[config.mk]
export PLATFORM = sky130hd
export DESIGN_NAME = seven_segment_display_writer
export DESIGN_NICKNAME = d
export VERILOG_FILES = /design/src/rtl/ssdw_pkg.sv /design/src/rtl/ssdw_div.sv /design/src/rtl/seven_segment_display_writer.sv
export SDC_FILE = /design/constraint.sdc
export NUM_CORES = 1
export LEC_CHECK = 0
export BUFFER_PORTS_ARGS = -buffer_cell sky130_fd_sc_hd__clkbuf_2
export CORE_ASPECT_RATIO = 1.25
export CORE_MARGIN = 2
export CORE_UTILIZATION = 50
export DETAILED_ROUTE_END_ITERATION = 10
export GPL_TIMING_DRIVEN = 0
export PLACE_DENSITY = 0.73
export RECOVER_POWER = 50
export SYNTH_ARGS = -nofsm -noshare
export SYNTH_HDL_FRONTEND = slang
export SYNTH_SLANG_ARGS = --single-unit
[constraint.sdc]
create_clock -name clk_i -period 5.7 [get_ports clk_i]
set_input_delay 1.14 -clock clk_i [delete_from_list [all_inputs] [get_ports clk_i]]
set_output_delay 1.14 -clock clk_i [all_outputs]
set_load 0.05 [all_outputs]
[src/rtl/ssdw_pkg.sv]
// shared constants, request codes and the segment glyph table for the
// seven-segment display writer; no dependencies
package ssdw_pkg;

  localparam int DIGITS  = 4;
  localparam int VAL_W   = 16;
  localparam int BASE_W  = 5;
  localparam int DIGIT_W = 4;
  localparam int IDX_W   = $clog2(DIGITS + 1);
  localparam int DCNT_W  = (DIGITS > 1) ? $clog2(DIGITS) : 1;
  localparam int CNT_W   = $clog2(VAL_W);

  localparam logic [7:0] BASE_MIN = 8'd2;
  localparam logic [7:0] BASE_MAX = 8'd16;
  localparam logic [7:0] ADDR_CMD = 8'hC0;
  localparam logic [7:0] CTRL_CMD = 8'h80;

  typedef enum logic [1:0] {
    CMD_NUMBER   = 2'd0,
    CMD_DIGIT    = 2'd1,
    CMD_CONTRAST = 2'd2,
    CMD_SHOW     = 2'd3
  } cmd_e;

  function automatic logic [7:0] glyph(input logic [DIGIT_W-1:0] d);
    logic [7:0] g;
    unique case (d)
      4'h0: g = 8'h3F;
      4'h1: g = 8'h06;
      4'h2: g = 8'h5B;
      4'h3: g = 8'h4F;
      4'h4: g = 8'h66;
      4'h5: g = 8'h6D;
      4'h6: g = 8'h7D;
      4'h7: g = 8'h07;
      4'h8: g = 8'h7F;
      4'h9: g = 8'h6F;
      4'hA: g = 8'h77;
      4'hB: g = 8'h7C;
      4'hC: g = 8'h39;
      4'hD: g = 8'h5E;
      4'hE: g = 8'h79;
      default: g = 8'h71;
    endcase
    return g;
  endfunction

endpackage

[src/rtl/ssdw_div.sv]
// bit-serial restoring divider: one quotient bit per cycle, gives one digit
// (remainder) and the quotient for the next digit; uses ssdw_pkg
module ssdw_div import ssdw_pkg::*; (
  input  logic               clk_i,
  input  logic               rst_ni,
  input  logic               start_i,
  input  logic [VAL_W-1:0]   dividend_i,
  input  logic [BASE_W-1:0]  divisor_i,
  output logic               done_o,
  output logic [VAL_W-1:0]   quot_o,
  output logic [DIGIT_W-1:0] rem_o
);

  logic               busy_q, busy_d;
  logic               done_q, done_d;
  logic [CNT_W-1:0]   cnt_q, cnt_d;
  logic [VAL_W-1:0]   quot_q, quot_d;
  logic [DIGIT_W-1:0] rem_q, rem_d;
  logic [BASE_W-1:0]  trial;
  logic               fits;

  // remainder stays below the divisor, so it fits in one digit
  assign trial = {rem_q, quot_q[VAL_W-1]};
  assign fits  = trial >= divisor_i;

  always_comb begin
    busy_d = busy_q;
    done_d = 1'b0;
    cnt_d  = cnt_q;
    quot_d = quot_q;
    rem_d  = rem_q;
    if (start_i) begin
      busy_d = 1'b1;
      cnt_d  = '0;
      quot_d = dividend_i;
      rem_d  = '0;
    end else if (busy_q) begin
      quot_d = {quot_q[VAL_W-2:0], fits};
      rem_d  = fits ? DIGIT_W'(trial - divisor_i) : DIGIT_W'(trial);
      cnt_d  = cnt_q + CNT_W'(1);
      if (cnt_q == CNT_W'(VAL_W - 1)) begin
        busy_d = 1'b0;
        done_d = 1'b1;
      end
    end
  end

  always_ff @(posedge clk_i or negedge rst_ni) begin
    if (!rst_ni) begin
      busy_q <= 1'b0;
      done_q <= 1'b0;
      cnt_q  <= '0;
    end else begin
      busy_q <= busy_d;
      done_q <= done_d;
      cnt_q  <= cnt_d;
    end
  end

  always_ff @(posedge clk_i) begin
    quot_q <= quot_d;
    rem_q  <= rem_d;
  end

  assign done_o = done_q;
  assign quot_o = quot_q;
  assign rem_o  = rem_q;

endmodule

[src/rtl/seven_segment_display_writer.sv]
// top level of the seven-segment display writer: request decode, digit
// extraction through ssdw_div, and the registered word output; uses ssdw_pkg
//
//   channel | valid      | stall       | payload
//   --------+------------+-------------+----------------------------------------
//   in      | in_valid_i | in_stall_o  | command, value, number_base, pattern...
//   out     | out_valid_o| out_stall_i | bus_byte, byte_valid, starts_frame ...
//
// write number: DIGITS digits, each from the bit-serial divider, then
// DIGITS+1 words; other requests skip the divider and go straight to
// the words they produce.
// in_stall_o is high while a request is being worked on; the last word may
// still sit in the output register while the next request is accepted.
// reset puts the display flag off and the brightness code at 3.
module seven_segment_display_writer import ssdw_pkg::*; (
  input  logic        clk_i,
  input  logic        rst_ni,
  input  logic        in_valid_i,
  output logic        in_stall_o,
  input  logic [1:0]  command_i,
  input  logic [15:0] value_i,
  input  logic [7:0]  number_base_i,
  input  logic [7:0]  segment_pattern_i,
  input  logic [7:0]  digit_position_i,
  input  logic        show_dot_i,
  input  logic [2:0]  contrast_i,
  input  logic        display_on_i,
  output logic        out_valid_o,
  input  logic        out_stall_i,
  output logic [7:0]  bus_byte_o,
  output logic        byte_valid_o,
  output logic        starts_frame_o,
  output logic        arg_error_o,
  output logic        last_o
);

  typedef enum logic [2:0] {
    ST_IDLE   = 3'b001,
    ST_DIVIDE = 3'b010,
    ST_EMIT   = 3'b100
  } state_e;

  state_e state_q, state_d;

  logic               shown_q, shown_d;
  logic [2:0]         bright_q, bright_d;
  logic               err_q, err_d;
  logic               numeric_q, numeric_d;
  logic [7:0]         hdr_q, hdr_d;
  logic [7:0]         pat_q, pat_d;
  logic [BASE_W-1:0]  base_q, base_d;
  logic [IDX_W-1:0]   idx_q, idx_d;
  logic [IDX_W-1:0]   nlast_q, nlast_d;
  logic [DCNT_W-1:0]  dcnt_q, dcnt_d;
  logic [DIGIT_W-1:0] dig_q [DIGITS];
  logic [DIGIT_W-1:0] dig_d [DIGITS];

  logic       ovalid_q, ovalid_d;
  logic [7:0] obyte_q, obyte_d;
  logic       obv_q, obv_d;
  logic       ostart_q, ostart_d;
  logic       oerr_q, oerr_d;
  logic       olast_q, olast_d;

  logic               accept;
  logic               out_free;
  logic               bad_base;
  logic               bad_pos;
  logic               div_start;
  logic [VAL_W-1:0]   div_dividend;
  logic               div_done;
  logic [VAL_W-1:0]   div_quot;
  logic [DIGIT_W-1:0] div_rem;
  logic               res_last;
  logic [7:0]         res_byte;

  assign in_stall_o = (state_q != ST_IDLE);
  assign accept     = in_valid_i && !in_stall_o;
  assign out_free   = !ovalid_q || !out_stall_i;

  assign bad_base = (number_base_i < BASE_MIN) || (number_base_i > BASE_MAX);
  assign bad_pos  = (digit_position_i == 8'd0) || (digit_position_i > 8'(DIGITS));

  assign div_dividend = (state_q == ST_IDLE) ? value_i : div_quot;
  assign div_start = (accept && cmd_e'(command_i) == CMD_NUMBER && !bad_base) ||
                     (state_q == ST_DIVIDE && div_done &&
                      dcnt_q != DCNT_W'(DIGITS - 1));

  ssdw_div u_div (
    .clk_i      (clk_i),
    .rst_ni     (rst_ni),
    .start_i    (div_start),
    .dividend_i (div_dividend),
    .divisor_i  (base_q),
    .done_o     (div_done),
    .quot_o     (div_quot),
    .rem_o      (div_rem)
  );

  assign res_last = (idx_q == nlast_q);
  always_comb begin
    if (idx_q == '0) begin
      res_byte = hdr_q;
    end else if (numeric_q) begin
      res_byte = glyph(dig_q[DIGITS-1]);
    end else begin
      res_byte = pat_q;
    end
  end

  always_comb begin
    state_d   = state_q;
    shown_d   = shown_q;
    bright_d  = bright_q;
    err_d     = err_q;
    numeric_d = numeric_q;
    hdr_d     = hdr_q;
    pat_d     = pat_q;
    base_d    = base_q;
    idx_d     = idx_q;
    nlast_d   = nlast_q;
    dcnt_d    = dcnt_q;
    dig_d     = dig_q;
    ovalid_d  = ovalid_q && out_stall_i;
    obyte_d   = obyte_q;
    obv_d     = obv_q;
    ostart_d  = ostart_q;
    oerr_d    = oerr_q;
    olast_d   = olast_q;

    unique case (state_q)
      ST_IDLE: begin
        if (accept) begin
          idx_d     = '0;
          dcnt_d    = '0;
          err_d     = 1'b0;
          numeric_d = 1'b0;
          nlast_d   = '0;
          base_d    = BASE_W'(number_base_i);
          pat_d     = segment_pattern_i | {show_dot_i, 7'd0};
          state_d   = ST_EMIT;
          unique case (cmd_e'(command_i))
            CMD_NUMBER: begin
              hdr_d = ADDR_CMD;
              if (bad_base) begin
                err_d = 1'b1;
              end else begin
                numeric_d = 1'b1;
                nlast_d   = IDX_W'(DIGITS);
                state_d   = ST_DIVIDE;
              end
            end
            CMD_DIGIT: begin
              hdr_d = ADDR_CMD | (digit_position_i - 8'd1);
              if (bad_pos) begin
                err_d = 1'b1;
              end else begin
                nlast_d = IDX_W'(1);
              end
            end
            CMD_CONTRAST: begin
              hdr_d    = CTRL_CMD | {4'd0, shown_q, contrast_i};
              bright_d = contrast_i;
            end
            CMD_SHOW: begin
              hdr_d   = CTRL_CMD | {4'd0, display_on_i, bright_q};
              shown_d = display_on_i;
            end
            default: begin
              hdr_d = CTRL_CMD;
            end
          endcase
        end
      end
      ST_DIVIDE: begin
        if (div_done) begin
          // digits arrive least significant first, enter at the top and shift down
          for (int i = 0; i < DIGITS - 1; i++) begin
            dig_d[i] = dig_q[i+1];
          end
          dig_d[DIGITS-1] = div_rem;
          dcnt_d = dcnt_q + DCNT_W'(1);
          if (dcnt_q == DCNT_W'(DIGITS - 1)) begin
            state_d = ST_EMIT;
          end
        end
      end
      ST_EMIT: begin
        if (out_free) begin
          ovalid_d = 1'b1;
          obyte_d  = err_q ? 8'd0 : res_byte;
          obv_d    = !err_q;
          ostart_d = !err_q && (idx_q == '0);
          oerr_d   = err_q;
          olast_d  = res_last;
          idx_d    = idx_q + IDX_W'(1);
          if (numeric_q && idx_q != '0) begin
            for (int i = DIGITS - 1; i > 0; i--) begin
              dig_d[i] = dig_q[i-1];
            end
          end
          if (res_last) begin
            state_d = ST_IDLE;
          end
        end
      end
      default: begin
        state_d = ST_IDLE;
      end
    endcase
  end

  always_ff @(posedge clk_i or negedge rst_ni) begin
    if (!rst_ni) begin
      state_q  <= ST_IDLE;
      shown_q  <= 1'b0;
      bright_q <= 3'd3;
      ovalid_q <= 1'b0;
      idx_q    <= '0;
      nlast_q  <= '0;
      dcnt_q   <= '0;
      err_q    <= 1'b0;
      numeric_q <= 1'b0;
    end else begin
      state_q  <= state_d;
      shown_q  <= shown_d;
      bright_q <= bright_d;
      ovalid_q <= ovalid_d;
      idx_q    <= idx_d;
      nlast_q  <= nlast_d;
      dcnt_q   <= dcnt_d;
      err_q    <= err_d;
      numeric_q <= numeric_d;
    end
  end

  always_ff @(posedge clk_i) begin
    hdr_q    <= hdr_d;
    pat_q    <= pat_d;
    base_q   <= base_d;
    dig_q    <= dig_d;
    obyte_q  <= obyte_d;
    obv_q    <= obv_d;
    ostart_q <= ostart_d;
    oerr_q   <= oerr_d;
    olast_q  <= olast_d;
  end

  assign out_valid_o    = ovalid_q;
  assign bus_byte_o     = obyte_q;
  assign byte_valid_o   = obv_q;
  assign starts_frame_o = ostart_q;
  assign arg_error_o    = oerr_q;
  assign last_o         = olast_q;

endmodule

== Word level (Yosys, flattened, before mapping) ==
Memory sizes are Yosys's and may differ from the RTL's. A register that Yosys moved wholly into a read port is not among the register bits.
Cells that the tools add are included.

* Reduce and logical (&&, ||, !) cells: 35
* Bitwise logic cells: 1
* Order comparisons: 4
* $add $sub $neg: 5
* Muxes and demuxes: 44
* Equal/unequal tests: 18

{| class="wikitable"
|+ Operators by type and width
! operator !! number
|-
| 16-bit two-way mux || 3
|-
| 12-bit two-way mux || 3
|-
| 8-bit case mux with 4 select lines || 1
|-
| 3-bit two-way mux || 10
|-
| 12-bit case mux with 2 select lines || 1
|-
| 4-bit two-way mux || 4
|-
| 8-bit two-way mux || 2
|-
| 1-bit two-way mux || 13
|-
| 3-bit case mux with 2 select lines || 2
|-
| 3-bit AND reduction || 4
|-
| 2-bit inequality test, second input constant || 5
|-
| 3-bit case mux with 3 select lines || 1
|-
| 8-bit by 3-bit greater-than comparator with 1-bit output, second input constant || 1
|-
| 8-bit by 5-bit greater-than comparator with 1-bit output, second input constant || 1
|-
| 1-bit logical AND || 8
|-
| 8-bit zero test || 1
|-
| 8-bit by 2-bit less-than comparator with 1-bit output, second input constant || 1
|-
| 8-bit bitwise OR || 1
|-
| 2-bit AND reduction || 4
|-
| 2-bit nonzero test || 4
|-
| 2-bit equality test, second input constant || 3
|-
| 2-bit by 1-bit inequality test with 1-bit output, second input constant || 3
|-
| 6-bit by 1-bit subtractor with 6-bit output, second input constant || 1
|-
| 5-bit greater-or-equal comparator || 1
|-
| 21 further kinds || 29
|}

* Logic and storage cells: 134
* Memories kept: 1
* Memory bits (read-only): 112
* Output and inout port bits: 14
* Register bits: 93

{| class="wikitable"
|+ Memory list
! name !! depth !! bits a word !! read ports !! clocked after memory_dff !! write ports !! RTL line !! source
|-
| (no name shown) || 16 || 7 || 1 || 1 || 0 || ssdw_pkg.sv:27 || <nowiki>unique case (d)</nowiki>
|}

== Logic depth before layout (Yosys ltp) ==
Gate-level depths: netlist of the first run.

* Depth after elaboration: 8
* Gate-level depth with buffers: 13

== Hierarchy ==
A second synthesis of the first run with hierarchy kept.

* Cell total of the unflattened synthesis: 399
* Area total of the unflattened synthesis: 4964.8 µm²

{| class="wikitable"
|+ By module, submodules not included
! module !! cells an instance !! times used !! area each (µm²)
|-
| seven_segment_display_writer || 302 || 1 || 3659.8
|-
| ssdw_div || 97 || 1 || 1305.0
|}

== Worst setup path after synthesis of the first run ==
Ideal clock, no wire load.

* Kind: input -> register
* From: input port in_valid_i
* To: register u_div.quot_q[0], in the netlist u_div.quot_o[0], enable pin
* Buffers on the path: 0
* Data arrival time: 3.065 ns
* Setup slack: 2.241 ns
* Cell stages on the path: 4
* Path through: nand3_1 -> inv_1 -> nand4_1 -> a21oi_1

* Word-level cells in the longest chain between the ends: 6
* Elaborated cells on any way between the ends: 7
* Classes of those cells: 1 x eq/ne; 6 x reduce/logical

{| class="wikitable"
|+ RTL lines
! element !! RTL line !! source
|-
| start: declaration || seven_segment_display_writer.sv:18 || <nowiki>input logic in_valid_i,</nowiki>
|-
| 1-bit logical AND (*) || seven_segment_display_writer.sv:78 || <nowiki>assign accept = in_valid_i && !in_stall_o;</nowiki>
|-
| 1-bit logical AND (*) (2 in a row) || seven_segment_display_writer.sv:85 || <nowiki>assign div_start = (accept && cmd_e'(command_i) == CMD_NUMBER && !bad_base) ||</nowiki>
|-
| 1-bit logical OR (*) || seven_segment_display_writer.sv:85 ||
|-
| 2-bit by 1-bit inequality test with 1-bit output (no source line) / 2-bit nonzero test (equally long branches) || - ||
|-
| 2-bit AND reduction (no source line) (*) || - ||
|-
| end signal: assignment || ssdw_div.sv:61 || <nowiki>quot_q <= quot_d;</nowiki>
|-
| end: declaration || ssdw_div.sv:17 || <nowiki>logic [VAL_W-1:0] quot_q, quot_d;</nowiki>
|}

Mark *: on every way between the ends. The rest lies on a longest branch, timed or not.
A chain may end at the register's enable or synchronous reset.

==> results of run 1 <==
[worst max path at each step]
stage	slack, ns	endpoint	start	cells after the start
6_report	1.59	register	state_q[0]	12
5_1_grt	1.22	register	state_q[0]	12
4_1_cts	2.01	u_div.quot_o[13]	in_valid_i	7
3_5_place_dp	1.60	u_div.quot_o[9]	in_valid_i	7
3_3_place_gp	1.28	u_div.quot_o[11]	in_valid_i	5
2_1_floorplan	2.24	u_div.quot_o[0]	in_valid_i	4
[flip-flops by register name, summed over array words and instances (netlist names), 2 cells and up, named ones only]
register,flops
dig_q,16
u_div.quot_o,16
bus_byte_o,8
pat_q,8
hdr_q,7
base_q,5
u_div.cnt_q,4
u_div.rem_o,4
bright_q,3
idx_q,3
state_q,3
dcnt_q,2
[metal layers]
| metal | wire, um | vias to the layer above | track usage (%) |
|---|---|---|---|
| met4 | 167 | 0 | 7.47 |
| met5 | 0 | - | 0 |
| met2 | 4850 | 80 | 33.0 |
| met3 | 440 | 13 | 4.86 |
| li1 | - | 1604 | - |
| met1 | 3840 | 1555 | 22.3 |
[cells in the final DEF (no fill, tap or decap), types with 3 or more instances in the layout]
| master | n |
|---|---|
| inv_1 | 25 |
| mux2_2 | 24 |
| o31a_1 | 3 |
| or2_2 | 3 |
| xnor2_1 | 6 |
| dfrtp_1 | 19 |
| dfstp_2 | 3 |
| clkbuf_16 | 9 |
| mux2i_1 | 23 |
| nor2_1 | 31 |
| o22ai_1 | 5 |
| clkbuf_2 | 49 |
| ha_1 | 18 |
| nand2_1 | 55 |
| nor3_1 | 8 |
| dfxtp_1 | 11 |
| nor3b_1 | 3 |
| nand4_1 | 3 |
| xor2_1 | 9 |
| clkbuf_1 | 26 |
| nand2b_1 | 7 |
| a31oi_1 | 3 |
| nand3_1 | 9 |
| edfxtp_1 | 64 |
| a21oi_1 | 9 |
| a211oi_1 | 10 |
| o21ai_0 | 6 |
[stage by stage]
step / total power [mW] / hold WS (ns) / std cells / cell area [um^2] / worst slack (ns)
2_1_floorplan: 1.56 / 0.426 / 405 / 4770 / 2.24
3_3_place_gp: 1.71 / 0.439 / 591 / 5240 / 1.28
3_5_place_dp: 1.75 / 0.439 / 591 / 5250 / 1.60
4_1_cts: 2.37 / 0.465 / 607 / 5550 / 2.01
5_1_grt: 2.48 / 0.484 / 607 / 5510 / 1.22
6_report: 2.34 / 0.465 / 607 / 5510 / 1.59
[layout make-up]
cell class / count / area share (%)
sequential: 97 / 48.9
clock buffer: 10 / 4.15
clock inverter: 6 / 1.36
timing repair buffer: 63 / 5.40
tap: 123 / 2.79
buffer: 16 / 1.34
multi-input combinational: 266 / 34.2
inverter: 26 / 1.79
[cells by family after synthesis]
kind of cell | synth area share [%]
compound gates | 8.91
xor+xnor | 2.75
fa+ha+maj | 5.14
buf+inv | 4.04
flops | 56.5
mux | 10.8
simple gates | 11.9
[critical path: cells and delay by family (launching register included)]
kind / cells / cell delay (ns)
AND/OR/NAND/NOR: 2 / 0.25
adder cells (fa/ha/maj): 1 / 0.26
AO/OA/AOI/OAI: 2 / 0.60
buffers and inverters: 6 / 1.75
flip-flops: 1 / 0.51
multiplexers: 1 / 0.62
[power by group]
group / internal, mW / switching [mW] / leakage [nW]
Sequential: 0.962 / 0.0946 / 0.960
Combinational: 0.250 / 0.422 / 1.14
Clock: 0.347 / 0.267 / 0.147
Total: 1.56 / 0.784 / 2.25
==> impl_metrics.csv, run 1 <==
group,metric,value,unit
cells_and_area,final_net_count,549,
pwr,powerDensity,425,nW/um^2
clock_network,hold_buffers,0,
worst_setup_path,cp_common_cell,"clkbuf_1",
sta,max_freq,243,MHz
placed_design,dp_hpwl,6.85,mm
worst_hold_path,hold_end,"dig_q[12]",
synthesis,ys_top_cells_by_count,"edfxtp_1, nand2_1, nor2_1",
synthesis,synth_top_cell_by_area,"edfxtp_1",
synthesis,synth_ff_type,"edfxtp_1",
sta,report.final.slew_viol_count,0,
cells_and_area,multiInputGateArea,1890,um^2
routing,drt_first_pass_iters,5,
routing,wire_per_inst,15.3,um
global_route,grt_pass1_wl,15.3,mm
floorplanning,die_area,10300,um^2
clock_network,cts_tree,"built",
clock_network,insertion_delay,0.34,ns
routing,ant_nets,0,
cells_and_area,drive_above_1_share,21.9,%
synthesis,ys_warn_count,0,
worst_setup_path,crit_required,5.95,ns
synthesis,ys_types,54,
synthesis,synthesis.area,4770,um^2
sta,period_minus_slack,4.11,ns
global_route,grt_start_max_net_pins,26,
placed_design,portBuffers,63,
global_route,antenna_found_initial,0,
cells_and_area,ff_latch_area,2700,um^2
clock_network,h-tree-depth,3,
synthesis,synthTopCellsByArea,"edfxtp_1, dfrtp_1, mux2_2",
global_route,overflow,0,
floorplanning,io_pins,65,
synthesis,yosysSeqAreaShare,56.5,%
floorplanning,rows,39,
sta,tightest_slew,1.24,ns
worst_setup_path,cp.arrival,4.35,ns
worst_hold_path,min_path_cells,0,
sta,fin_crit_sh,72.1,%
cells_and_area,utilization,59.8,%
cells_and_area,nFillCells,764,
clock_network,clock_sinks,97,
routing,drt-total-wl,9.29,mm
sta,setup_viol,0,
worst_hold_path,min_from,"dig_q[8]",
sta,tns,0,ns
worst_setup_path,regToRegStartpoint,"state_q[0]",
clock_network,cts_buffers,9,
cells_and_area,area_delta_synth_final,15.5,%
run_status,status,"finished clean",
global_route,grtUsageTotal,18.9,%
synthesis,syn_avg_cell_area,11.8,um^2
sta,slew_headroom,17.3,%
worst_setup_path,cp_slowest_cell,"mux2i_1",
synthesis,synth_top_area_share,40.3,%
synthesis,ys_ff_latch,97,
clock_network,cts_resized,0,
worst_setup_path,critPathMaxStageDelay,0.62,ns
worst_setup_path,worstSetupPathType,"reg -> reg",
synthesis,synth_edf_count,64,
synthesis,async_flop_share,22.7,%
floorplanning,initial_core_util,51.8,%
routing,routed_via_density,5.36,
pwr,p_leak,2.25,nW
routing,drc,0,
pwr,ir_worst_vdd,312,uV
worst_hold_path,hp-class,"reg -> reg",
floorplanning,die_w,91.4,um
sta,clock-skew-final,0.00765,ns
worst_setup_path,rr_worst_depth,12,
worst_setup_path,cp-end-kind,"register",
routing,drt_iter0_markers,195,
job,max_cap_viol_count,0,
routing,via_count,3252,
worst_setup_path,path_max_fanout,20,
floorplanning,coreArea,9220,um^2
global_route,first_global_vias,3277,
clock_network,clk_path_buf_depth,2,
synthesis,yosysMostFrequentCell,"edfxtp_1",
floorplanning,die_h,113,um
cells_and_area,diodes,0,
clock_network,cts_setup_buffers,0,
synthesis,synth_fp_nets,475,
synthesis,syn_inst,405,
clock_network,clockRootBuffer,"clkbuf_16",
placed_design,place_congestion,0.899,
worst_setup_path,cp_cell_sequence,"clkbuf_1 > nand4bb_2 > clkbuf_1 > clkinvlp_2 > a41o_1 > clkbuf_1 > mux2i_1 > inv_1 > ha_1 > inv_1 > nor2_1 > a221oi_1",
sta,rsz0062_at_grt,"false",
sta,timing_hold_violations_final,0,
clock_network,path_clk_slew,0.07,ns
worst_setup_path,r2r_setup_slack,1.59,ns
worst_setup_path,start_kind,"register",
Note: power is estimated with default switching activity, not from simulation.
==> run 2: changes to the inputs <==
clock period = 3.93 ns   (was 5.7 ns; I/O delays follow)
==> run 2 against run 1 <==
Global-route usage stayed put. Combinational power is 45% higher. Sequential share of layout area hardly changed. Routed wire length is 0.13% higher. Clock skew is 0.00060 ns lower. Final cell count stayed put. Design area hardly changed. Register-to-register slack worse by 1.2 ns. Highest routed layer unchanged.
==> impl_metrics.csv, run 2 (synthesis gave the netlist of run 1 again) <==
group,metric,value,unit
routing,via_count,3255,
worst_setup_path,start_kind,"register",
placed_design,post-place-ws,0.188,ns
cells_and_area,diodes,0,
cells_and_area,final_cell_mix,"edfxtp_1, nand2_1, clkbuf_2",
floorplanning,coreArea,9220,um^2
pwr,p_total,3.40,mW
global_route,overflow,0,
cells_and_area,final_common_cell,"edfxtp_1",
sta,rsz0062_at_grt,"false",
clock_network,path_clk_slew,0.07,ns
cells_and_area,nFillCells,765,
floorplanning,io_pins,65,
floorplanning,die_area,10300,um^2
worst_setup_path,crit_required,4.18,ns
cells_and_area,area_delta_synth_final,15.5,%
floorplanning,die_h,113,um
placed_design,dp_cells,591,
clock_network,hold_buffers,0,
sta,fin_crit_sh,89.3,%
global_route,grt_start_max_net_pins,26,
sta,clock-skew-final,0.00705,ns
floorplanning,rows,39,
sta,tightest_slew,1.25,ns
routing,drt_first_pass_iters,5,
cells_and_area,instances_no_fill,607,
floorplanning,die_w,91.4,um
cells_and_area,drive_above_1_share,21.1,%
clock_network,cts_buffers,9,
clock_network,cts_tree,"built",
pwr,p_leak,2.24,nW
job,max_cap_viol_count,0,
floorplanning,initial_core_util,51.8,%
worst_setup_path,worstSetupPathType,"reg -> reg",
routing,drt-total-wl,9.31,mm
sta,finalWorstSetupSlack,0.419,ns
sta,report.final.slew_viol_count,0,
clock_network,clk_path_buf_depth,2,
worst_hold_path,hp-class,"reg -> reg",
clock_network,clockRootBuffer,"clkbuf_16",
routing,wire_per_inst,15.3,um
clock_network,cts_setup_buffers,0,
sta,max_freq,285,MHz
clock_network,cts_resized,0,
run_status,status,"finished clean",
worst_setup_path,path_max_fanout,20,
routing,routed_via_density,5.36,
global_route,grt_pass1_wl,15.3,mm
routing,drc,0,
placed_design,place_congestion,0.899,
worst_setup_path,cp.arrival,3.76,ns
global_route,first_global_vias,3277,
sta,hold-worst-slack,0.465,ns
pwr,ir_worst_vdd,454,uV
clock_network,h-tree-depth,3,
pwr,powerDensity,617,nW/um^2
sta,timing_hold_violations_final,0,
sta,period_minus_slack,3.51,ns
cells_and_area,final_net_count,549,
sta,setup_viol,0,
clock_network,clock_sinks,97,
placed_design,portBuffers,63,
worst_setup_path,cp-end-kind,"register",
placed_design,dp_hpwl,6.85,mm
clock_network,insertion_delay,0.34,ns
routing,drt_iter0_markers,194,
routing,ant_nets,0,
sta,slew_headroom,16.7,%
global_route,grtUsageTotal,18.9,%
global_route,antenna_found_initial,0,
run 2: cell count changes in the layout (fill, tap and decap cells not counted), sizes merged:
cell,before,now
clkbuf,84,82
buf,5,7
run 2: area by class of cell:
class / instances / area [um^2] / share of cell area (%)
multi-input cells: 266 / 1890 / 34.2
repair buffers: 63 / 290 / 5.26
plain buffers: 16 / 85.1 / 1.54
inverters: 26 / 98.8 / 1.79
clock inverters: 6 / 75.1 / 1.36
well taps: 123 / 154 / 2.79
clock buffers: 10 / 229 / 4.15
flip-flops and latches: 97 / 2700 / 48.9
run 2: worst paths after layout:
check	startpoint	to	slack, ns	cells after the start
worst max-delay path	state_q[0]	register	0.42	12
worst min-delay path	dig_q[8]	dig_q[12]	0.46	0
worst max register to register	state_q[0]	register	0.42	12
worst min register to register	dig_q[8]	dig_q[12]	0.46	0
max in group asynchronous	rst_ni	u_div.cnt_q[0]	2.50	1
min in group asynchronous	rst_ni	bright_q[2]	0.69	1
run 2: power breakdown:
part           leakage, nW  internal (mW)  total [mW]  switching (mW)
Combinational         1.13          0.364       0.977           0.613
Sequential           0.960           1.40        1.53           0.138
Clock                0.147          0.504       0.892           0.389
Total                 2.24           2.26        3.40            1.14
run 2: layer usage:
layer | up-vias | GRT usage (%) | routed length (um)
li1 | 1601 | - | -
met1 | 1566 | 22.3 | 3850
met2 | 75 | 33.0 | 4860
met3 | 13 | 4.86 | 429
met4 | 0 | 7.47 | 167
met5 | - | 0 | 0
run 2: critical path, stage by stage (launching register included):
cell	delay, ns
dfstp_2	0.52
buf_4	0.14
nand4bb_2	0.12
clkbuf_1	0.29
clkinvlp_2	0.48
a41o_1	0.36
buf_6	0.17
mux2i_1	0.46
inv_1	0.18
ha_1	0.26
inv_1	0.10
nor2_1	0.06
a221oi_1	0.25
run 2: stage by stage:
stage / cell area [um^2] / TNS (ns) / util (%)
floorplan: 4770 / 0 / -
global placement: 5240 / -2.18 / 56.8
detailed placement: 5250 / 0 / 56.9
CTS: 5550 / 0 / 60.2
global route: 5520 / 0 / 59.8
finish: 5520 / 0 / 59.8
